$ cat src/rtl/s5rp_pkg.sv
// Shared types, phase codes and protocol constants for the SOCKS5 request parser.
`timescale 1ns / 1ps

package s5rp_pkg;

	// Phase codes as reported on the result beat
	localparam logic [3:0] PH_VERSION  = 4'd0;
	localparam logic [3:0] PH_CMD      = 4'd1;
	localparam logic [3:0] PH_RSV      = 4'd2;
	localparam logic [3:0] PH_ATYP     = 4'd3;
	localparam logic [3:0] PH_NAMELEN  = 4'd4;
	localparam logic [3:0] PH_ADDR     = 4'd5;
	localparam logic [3:0] PH_PORT     = 4'd6;
	localparam logic [3:0] PH_DONE     = 4'd7;
	localparam logic [3:0] PH_BAD_VER  = 4'd8;
	localparam logic [3:0] PH_BAD_CMD  = 4'd9;
	localparam logic [3:0] PH_BAD_ATYP = 4'd10;

	// Protocol constants
	localparam logic [7:0] SOCKS_VERSION = 8'h05;
	localparam logic [7:0] CMD_MIN       = 8'd1;
	localparam logic [7:0] CMD_MAX       = 8'd3;
	localparam logic [7:0] ATYP_IPV4     = 8'd1;
	localparam logic [7:0] ATYP_DOMAIN   = 8'd3;
	localparam logic [7:0] ATYP_IPV6     = 8'd4;
	localparam logic [7:0] IPV4_LEN      = 8'd4;
	localparam logic [7:0] IPV6_LEN      = 8'd16;
	localparam logic [7:0] PORT_LEN      = 8'd2;

	// Item function codes
	localparam logic FUNC_BYTE  = 1'b0;
	localparam logic FUNC_CLEAR = 1'b1;

	// Parser state, one-hot
	typedef enum logic [10:0] {
		ST_VERSION  = 11'b000_0000_0001,
		ST_CMD      = 11'b000_0000_0010,
		ST_RSV      = 11'b000_0000_0100,
		ST_ATYP     = 11'b000_0000_1000,
		ST_NAMELEN  = 11'b000_0001_0000,
		ST_ADDR     = 11'b000_0010_0000,
		ST_PORT     = 11'b000_0100_0000,
		ST_DONE     = 11'b000_1000_0000,
		ST_BAD_VER  = 11'b001_0000_0000,
		ST_BAD_CMD  = 11'b010_0000_0000,
		ST_BAD_ATYP = 11'b100_0000_0000
	} state_t;

	// One result beat
	typedef struct packed {
		logic [3:0]  phase;
		logic        finished;
		logic        failed;
		logic [1:0]  command;
		logic [2:0]  addr_kind;
		logic [7:0]  addr_byte;
		logic [7:0]  addr_index;
		logic        addr_valid;
		logic        addr_last;
		logic [15:0] port_value;
		logic        port_valid;
	} res_t;

	// Phase code for a parser state
	function automatic logic [3:0] phase_code(input state_t st);
		logic [3:0] code;
		case (st)
			ST_VERSION:  code = PH_VERSION;
			ST_CMD:      code = PH_CMD;
			ST_RSV:      code = PH_RSV;
			ST_ATYP:     code = PH_ATYP;
			ST_NAMELEN:  code = PH_NAMELEN;
			ST_ADDR:     code = PH_ADDR;
			ST_PORT:     code = PH_PORT;
			ST_DONE:     code = PH_DONE;
			ST_BAD_VER:  code = PH_BAD_VER;
			ST_BAD_CMD:  code = PH_BAD_CMD;
			ST_BAD_ATYP: code = PH_BAD_ATYP;
			default:     code = PH_VERSION;
		endcase
		return code;
	endfunction

endpackage

$ cat src/rtl/socks5_request_parser_unit.sv
// Top level of the SOCKS5 request parser: input register, parser core, result register.
//
//  channel | signals                                   | direction
//  --------+-------------------------------------------+----------
//  request | req_valid, req_stall, func, byte_in       | in
//  result  | res_valid, res_stall, phase .. port_valid | out
//
// One byte per cycle while res_stall is low: a beat is registered in the input
// register, parsed by the core and its result registered in the result register;
// the rate is set by the single parser state update per byte.
// arst_n clears the parser to expect the version byte and empties both registers.
// res_stall holds the result register; the input register then holds too and
// req_stall rises while it is full and cannot move on.
`timescale 1ns / 1ps

module socks5_request_parser_unit import s5rp_pkg::*; (
	input  logic        clk,
	input  logic        arst_n,
	input  logic        req_valid,
	output logic        req_stall,
	input  logic        func,
	input  logic [7:0]  byte_in,
	output logic        res_valid,
	input  logic        res_stall,
	output logic [3:0]  phase,
	output logic        finished,
	output logic        failed,
	output logic [1:0]  command,
	output logic [2:0]  addr_kind,
	output logic [7:0]  addr_byte,
	output logic [7:0]  addr_index,
	output logic        addr_valid,
	output logic        addr_last,
	output logic [15:0] port_value,
	output logic        port_valid
);

	logic       valid_s1;
	logic       func_s1;
	logic [7:0] byte_s1;
	logic       advance;
	logic       take;
	res_t       res_c;
	res_t       res_s2;

	// Handshake: stage 1 moves on when the result register is free
	assign advance   = valid_s1 && (!res_valid || !res_stall);
	assign req_stall = valid_s1 && !advance;
	assign take      = req_valid && !req_stall;

	// Input register
	always_ff @(posedge clk or negedge arst_n) begin
		if (!arst_n) begin
			valid_s1 <= 1'b0;
		end else if (take) begin
			valid_s1 <= 1'b1;
		end else if (advance) begin
			valid_s1 <= 1'b0;
		end
	end

	always_ff @(posedge clk) begin
		if (take) begin
			func_s1 <= func;
			byte_s1 <= byte_in;
		end
	end

	s5rp_core u_core (
		.clk     (clk),
		.arst_n  (arst_n),
		.step    (advance),
		.func    (func_s1),
		.byte_in (byte_s1),
		.res     (res_c)
	);

	// Result register
	always_ff @(posedge clk or negedge arst_n) begin
		if (!arst_n) begin
			res_valid <= 1'b0;
		end else if (advance) begin
			res_valid <= 1'b1;
		end else if (!res_stall) begin
			res_valid <= 1'b0;
		end
	end

	always_ff @(posedge clk) begin
		if (advance) begin
			res_s2 <= res_c;
		end
	end

	assign phase      = res_s2.phase;
	assign finished   = res_s2.finished;
	assign failed     = res_s2.failed;
	assign command    = res_s2.command;
	assign addr_kind  = res_s2.addr_kind;
	assign addr_byte  = res_s2.addr_byte;
	assign addr_index = res_s2.addr_index;
	assign addr_valid = res_s2.addr_valid;
	assign addr_last  = res_s2.addr_last;
	assign port_value = res_s2.port_value;
	assign port_valid = res_s2.port_valid;

endmodule

$ cat src/rtl/s5rp_core.sv
// Parser state registers and the per-byte next-state and result logic.
`timescale 1ns / 1ps

module s5rp_core import s5rp_pkg::*; (
	input  logic       clk,
	input  logic       arst_n,
	input  logic       step,
	input  logic       func,
	input  logic [7:0] byte_in,
	output res_t       res
);

	state_t      state_q, state_d;
	logic [7:0]  rd_q, rd_d;
	logic [7:0]  exp_q, exp_d;
	logic [1:0]  cmd_q, cmd_d;
	logic [2:0]  kind_q, kind_d;
	logic [7:0]  porthi_q, porthi_d;
	logic [7:0]  rd_inc;
	logic [3:0]  code_d;

	assign rd_inc = rd_q + 8'd1;
	assign code_d = phase_code(state_d);

	// Next state and per-beat result fields
	always_comb begin
		state_d  = state_q;
		rd_d     = rd_q;
		exp_d    = exp_q;
		cmd_d    = cmd_q;
		kind_d   = kind_q;
		porthi_d = porthi_q;
		res      = '0;
		if (func == FUNC_CLEAR) begin
			state_d  = ST_VERSION;
			rd_d     = '0;
			exp_d    = '0;
			cmd_d    = '0;
			kind_d   = '0;
			porthi_d = '0;
		end else begin
			case (state_q)
				ST_VERSION: begin
					state_d = (byte_in == SOCKS_VERSION) ? ST_CMD : ST_BAD_VER;
				end
				ST_CMD: begin
					if (byte_in >= CMD_MIN && byte_in <= CMD_MAX) begin
						cmd_d   = byte_in[1:0];
						state_d = ST_RSV;
					end else begin
						state_d = ST_BAD_CMD;
					end
				end
				ST_RSV: begin
					state_d = ST_ATYP;
				end
				ST_ATYP: begin
					if (byte_in == ATYP_IPV4) begin
						kind_d  = byte_in[2:0];
						exp_d   = IPV4_LEN;
						rd_d    = '0;
						state_d = ST_ADDR;
					end else if (byte_in == ATYP_DOMAIN) begin
						kind_d  = byte_in[2:0];
						state_d = ST_NAMELEN;
					end else if (byte_in == ATYP_IPV6) begin
						kind_d  = byte_in[2:0];
						exp_d   = IPV6_LEN;
						rd_d    = '0;
						state_d = ST_ADDR;
					end else begin
						state_d = ST_BAD_ATYP;
					end
				end
				ST_NAMELEN: begin
					// empty domain name counts as a bad address type
					if (byte_in == 8'd0) begin
						state_d = ST_BAD_ATYP;
					end else begin
						exp_d   = byte_in;
						rd_d    = '0;
						state_d = ST_ADDR;
					end
				end
				ST_ADDR: begin
					res.addr_byte  = byte_in;
					res.addr_index = rd_q;
					res.addr_valid = 1'b1;
					rd_d           = rd_inc;
					if (rd_inc >= exp_q) begin
						res.addr_last = 1'b1;
						exp_d         = PORT_LEN;
						rd_d          = '0;
						porthi_d      = '0;
						state_d       = ST_PORT;
					end
				end
				ST_PORT: begin
					if (rd_q == 8'd0) begin
						porthi_d = byte_in;
						rd_d     = 8'd1;
					end else begin
						res.port_value = {porthi_q, byte_in};
						res.port_valid = 1'b1;
						rd_d           = PORT_LEN;
						state_d        = ST_DONE;
					end
				end
				default: begin
					// done and error states hold
				end
			endcase
		end
		res.phase     = code_d;
		res.finished  = (code_d >= PH_DONE);
		res.failed    = (code_d >= PH_BAD_VER);
		res.command   = cmd_d;
		res.addr_kind = kind_d;
	end

	// State update once per accepted beat
	always_ff @(posedge clk or negedge arst_n) begin
		if (!arst_n) begin
			state_q  <= ST_VERSION;
			rd_q     <= '0;
			exp_q    <= '0;
			cmd_q    <= '0;
			kind_q   <= '0;
			porthi_q <= '0;
		end else if (step) begin
			state_q  <= state_d;
			rd_q     <= rd_d;
			exp_q    <= exp_d;
			cmd_q    <= cmd_d;
			kind_q   <= kind_d;
			porthi_q <= porthi_d;
		end
	end

endmodule

$ cat config.mk
export PLATFORM = sky130hd
export DESIGN_NAME = socks5_request_parser_unit
export DESIGN_NICKNAME = d
export VERILOG_FILES = /design/src/rtl/s5rp_pkg.sv /design/src/rtl/socks5_request_parser_unit.sv /design/src/rtl/s5rp_core.sv
export SDC_FILE = /design/constraint.sdc
export NUM_CORES = 1
export LEC_CHECK = 0
export ABC_AREA = 1
export BUFFER_PORTS_ARGS = -buffer_cell sky130_fd_sc_hd__buf_2
export CAP_MARGIN = 20
export CORE_ASPECT_RATIO = 1.1
export CORE_UTILIZATION = 48
export DETAILED_ROUTE_END_ITERATION = 8
export PLACE_DENSITY = 0.67
export SLEW_MARGIN = 20
export SYNTH_ARGS = -nofsm -noshare
export SYNTH_HDL_FRONTEND = slang
export SYNTH_HIERARCHICAL = 1
export SYNTH_SLANG_ARGS = --single-unit
export TNS_END_PERCENT = 5
$ cat constraint.sdc
create_clock -name clk -period 5.15 [get_ports clk]
set_input_delay 0 -clock clk [delete_from_list [all_inputs] [get_ports clk]]
set_output_delay 0 -clock clk [all_outputs]
set_load 0.02 [all_outputs]
Word level (Yosys, flattened, before mapping):

Index checks and enable logic that the tools add are counted.

* register bits after elaboration: 97
* output and inout bits: 48
* input bits: 13
* logic and storage cells: 122

* mux-type cells: 45
* order comparisons: 5
* bitwise operators: 2
* add/sub/neg operators: 1
* equal/unequal tests: 27
* reduce and logical (&&, ||, !) cells: 21

Operator list (number)
* $mux W8: 15
* $mux W11: 7
* $pmux W11 S7: 1
* $pmux W4 S10: 1
* $pmux W8 S4: 1
* $pmux W8 S3: 1
* $eq A11 B2 Y1 const B: 2
* $eq A11 B3 Y1 const B: 2
* $eq A11 B4 Y1 const B: 2
* $eq A11 B5 Y1 const B: 2
* $eq A11 B6 Y1 const B: 2
* $eq A11 B7 Y1 const B: 2
* $eq A8 B3 Y1 const B: 2
* $logic_not A8 Y1: 2
* $pmux W8 S2: 1
* $mux W3: 5
* $eq A11 B1 Y1 const B: 1
* $eq A11 B10 Y1 const B: 1
* $eq A11 B11 Y1 const B: 1
* $eq A11 B8 Y1 const B: 1
* $eq A11 B9 Y1 const B: 1
* $mux W10: 1
* $mux W2: 5
* $mux W9: 1
* 27 further kinds: 41

Logic depth before layout (Yosys ltp):

* word-level depth: 9
* gate-level depth with buffers: 22
* mapped depth without buffers: 22

Hierarchy:

The synthesis kept the hierarchy.

By module, submodules not included
* s5rp_core: times used 1, cells an instance 492, seq. area each 1002.2 um^2, area each 3265.6 um^2
* socks5_request_parser_unit: times used 1, cells an instance 67, seq. area each 1701.6 um^2, area each 1746.7 um^2

Worst setup path before layout:

OpenSTA, ideal clock, no wires.

* path kind: flip-flop to flip-flop
* from: register res_valid
* to: register u_core.exp_q[1]
* stages on the path, launching flop included: 8
* required time: 5.021 ns
* setup time: 0.129 ns
* arrival: 3.891 ns
* path slack: 1.130 ns
* clock period less this slack: 4.020 ns
* buffers on the path: 1
* path through: dfrtp_1 a21oi_1 clkbuf_1 inv_1 nor2_1 nand3_1 a311oi_1 a21oi_1

* longest elaborated chain between the ends: 4

RTL lines
* start, declared: RTL line socks5_request_parser_unit.sv:23 `output logic res_valid,`
* start signal, assigned: RTL line socks5_request_parser_unit.sv:81 `res_valid <= 1'b0;`
* start signal, assigned: RTL line socks5_request_parser_unit.sv:83 `res_valid <= 1'b1;`
* start signal, assigned: RTL line socks5_request_parser_unit.sv:85 `res_valid <= 1'b0;`
* $logic_not A1 Y1: RTL line socks5_request_parser_unit.sv:47 `assign advance = valid_s1 && (!res_valid || !res_stall);`
* $logic_or A1 B1 Y1: RTL line socks5_request_parser_unit.sv:47
* $logic_and A1 B1 Y1: RTL line socks5_request_parser_unit.sv:47
* named net advance: RTL line socks5_request_parser_unit.sv:41 `logic advance;`
* $reduce_and A6 Y1 (no line)
* end signal, assigned: RTL line s5rp_core.sv:133 `exp_q <= exp_d;`
* end, declared: RTL line s5rp_core.sv:15 `logic [7:0] exp_q, exp_d;`

The timed path passes the listed nets, and every way through them passes these cells.
A chain may end at the register's enable or synchronous reset.

==> results.toml <==
[placed_design]
dp_hpwl_mm = 7.97
io_buffer_count = 60
placed_area_sq_um = 5450
place.gp.congestion = 0.930

[clock_network]
tritoncts = "yes"
cts_htree_levels = 3
cts_buffer_depth = 2
clockRootBuffer = "clkbuf_8"
worstSkewPairLatency_ns = 0.36
clock_sinks = 97
post_cts_resized = 0
cts_made_buffers = 9
clk_pin_slew_worst_paths_ns = 0.09

[global_routing]
grt_pass1_wl_mm = 17.8
grt_pass1_vias = 3693
grt.total_usage = 0.217
grt_max_degree = 64
antenna_found_initial = 0
grt-ovfl-total = 0

[power]
comb_power_share = 0.432
switching_share = 0.419
clkPwrFrac = 0.192
power.switching_mw = 1.08
power_frac_seq = 0.377
p_leak_nw = 2.77
worst_ir_drop_vdd_mv = 0.424
cellPowerDensity_nw_per_um2 = 445
p_int_mw = 1.49
design_power_total_mw = 2.57

[setup_path]
r2r_end = "finished"
cp-end-kind = "flip-flop"
r2r_start = "u_core/rd_q[0]"
regToRegSetupSlack_ns = 1.96
critPathMaxFanout = 5
worstPathRequired_ns = 5.26
critPathLaunchType = "flip-flop"
crit_type = "reg -> reg"
rr_worst_depth = 21
arrival_ns = 3.30

[floorplanning]
die-height_microns = 109
coreArea_sq_um = 9980
rows = 38
io_pins = 61
die_w_microns = 99.4
start_util = 0.502
die_area_sq_um = 10900

[yosys]
synth_compound_area_frac = 0.0736
postSynth.asyncResetShare = 0.433
synth-simple-area-share = 0.282
synthFlopType = "edfxtp_1"
synth_area_leaders = "edfxtp_1 33%, dfrtp_1 20%, nand2_1 9.4%"
avgSynthCellArea_sq_um = 8.97
synth_xor_area_frac = 0.00874
yosys_warnings = 6
yosysUniqueCellTypes = 41
synth_common_cells = "125 x nand2_1, 77 x inv_1, 70 x nor2_1"
synth_top_family_by_area = "simple AND/OR/NAND/NOR gates"
synth_most_common_cell = "nand2_1"
synth-seq-area-share = 0.539
synth-edff-count = 55
synthMuxAreaShare = 0
synth_fa_ha_area_frac = 0.0250
ys_ff_latch = 97
yosys.area.top_type = "edfxtp_1"
syn_inst = 559
synthesis.area_sq_um = 5010
synth_top_area_frac = 0.330
synthesis.nets = 582

[timing]
fin_skew_ns = 0.00685
fin_crit_sh = 0.619
tns_ns = 0
setup_violations = 0
maxSlewViolCount = 0
fin_crit_ns = 3.19
relSlewSlack = 0.398
whs_ns = 0.154
rsz0062_at_grt = "false"
report.final.hold_viol_count = 0
timing.fmax_ghz = 0.314
max_slew.worst_pin.slew_ns = 0.902

[run_status]
outcome = "complete, no violations"

[layout]
drive_gt1_frac = 0.202
regArea_sq_um = 2700
nFillCells = 940
area_growth_pct = 15.1
diodes = 0
multiInputGateArea_sq_um = 1960
num-nets-final = 658
post-route-cell-area_sq_um = 5770

[run]
drv_cap = 0

[routing]
drt-pass1-iter-count = 5
first_iter_violations = 297
post_drt_wl_per_cell_microns = 14.3
final_antenna_net_count = 0
vias = 3954
viasPerCell = 5.20
drc = 0
totalWireLength_mm = 10.9

[min_path]
hp-class = "in -> async"
final cells by class:
type / instances / area share
repair buffers: 74 / 0.0763
flip-flops and latches: 97 / 0.469
inverters: 86 / 0.0559
multi-input cells: 367 / 0.340
well taps: 120 / 0.0260
clock inverters: 6 / 0.0113
clock buffers: 10 / 0.0221
through the flow:
step,std cells,util,worst slack [ns]
floorplan,559,-,1.13
global placement,731,0.545,2.08
detailed placement,731,0.545,2.00
CTS,760,0.578,2.00
global route,760,0.578,1.71
finish,760,0.578,1.96
power by group through the flow:
stage	clock network [mW]	logic [mW]	registers (mW)
global placement	0	1.07	0.983
global route	0.536	1.24	0.978
finish	0.492	1.11	0.968
CTS	0.504	1.11	0.968
floorplan	0	0.837	1.02
detailed placement	0	1.10	0.985
placed cells by master, fill, tap and decap left out, types with 9 or more instances in the layout:
cell type      count
edfxtp_1          55
buf_2             59
nor2_1            70
dfrtp_1           41
nand4_1           10
inv_1             77
nor2_2             9
clkbuf_8           9
ha_1              10
o21ai_0           29
nand3_1           35
nand2_1          125
dlygate4sd3_1     13
a21oi_1           12
cells by family after synthesis:
family                     count (synthesis)
and+or+nand+nor                          289
DFF                                       97
buffers and inverters                     95
AOI/OAI and AO/OA                         63
adders and majority gates                 10
xor gates and xnor gates                   5
state kept, by name (all words and copies together) (netlist names), 3 cells and up:
| signal | flops |
|---|---|
| u_core/porthi_q | 8 |
| u_core/exp_q | 8 |
| byte_s1 | 8 |
| u_core/state_q | 11 |
| addr_byte | 8 |
| addr_kind | 3 |
| port_value | 16 |
| addr_index | 8 |
| u_core/rd_q | 8 |
| u_core/kind_q | 3 |
| phase | 4 |
critical path, cell delays in order, from the launching register on:
cell,delay (ns)
dfrtp_1,0.40
inv_1,0.11
nor3_1,0.25
nand3_1,0.17
nor2_1,0.12
nand2_1,0.07
xor2_1,0.18
inv_1,0.07
ha_1,0.29
a21oi_1,0.15
o21a_1,0.19
nand4_1,0.12
nand3_1,0.10
nand3_2,0.12
nand2_2,0.18
nor2_2,0.07
nand3_1,0.07
nand2_1,0.06
inv_1,0.06
nand3_2,0.06
nand2_1,0.06
nand2_1,0.04
timing repair:
item,CTS,global route
hold buffers,13,0
hold endpoints to repair,52,0
buffers inserted,0,0
setup endpoints to repair,0,0
layer usage:
layer  share of wire  vias to the layer above  routed length [microns]  global-route usage
met5               0                        -                        0                   0
met4           0.024                        0                      257              0.0966
met3           0.043                       16                      467              0.0397
met2            0.50                      100                     5420               0.381
met1            0.43                     1849                     4730               0.261
li1                -                     1989                        -                   -
worst max path at each step:
| stage | from | end | slack [ns] | depth (start not counted) |
|---|---|---|---|---|
| 3_5_place_dp | u_core/rd_q[2] | finished | 2.00 | 21 |
| 2_1_floorplan | res_valid | u_core/exp_q[1] | 1.13 | 7 |
| 5_1_grt | u_core/rd_q[0] | finished | 1.71 | 21 |
| 4_1_cts | u_core/rd_q[2] | finished | 2.00 | 21 |
| 6_report | u_core/rd_q[0] | finished | 1.96 | 21 |
| 3_3_place_gp | u_core/rd_q[2] | finished | 2.08 | 21 |
Power figures use the tool's default switching activity.
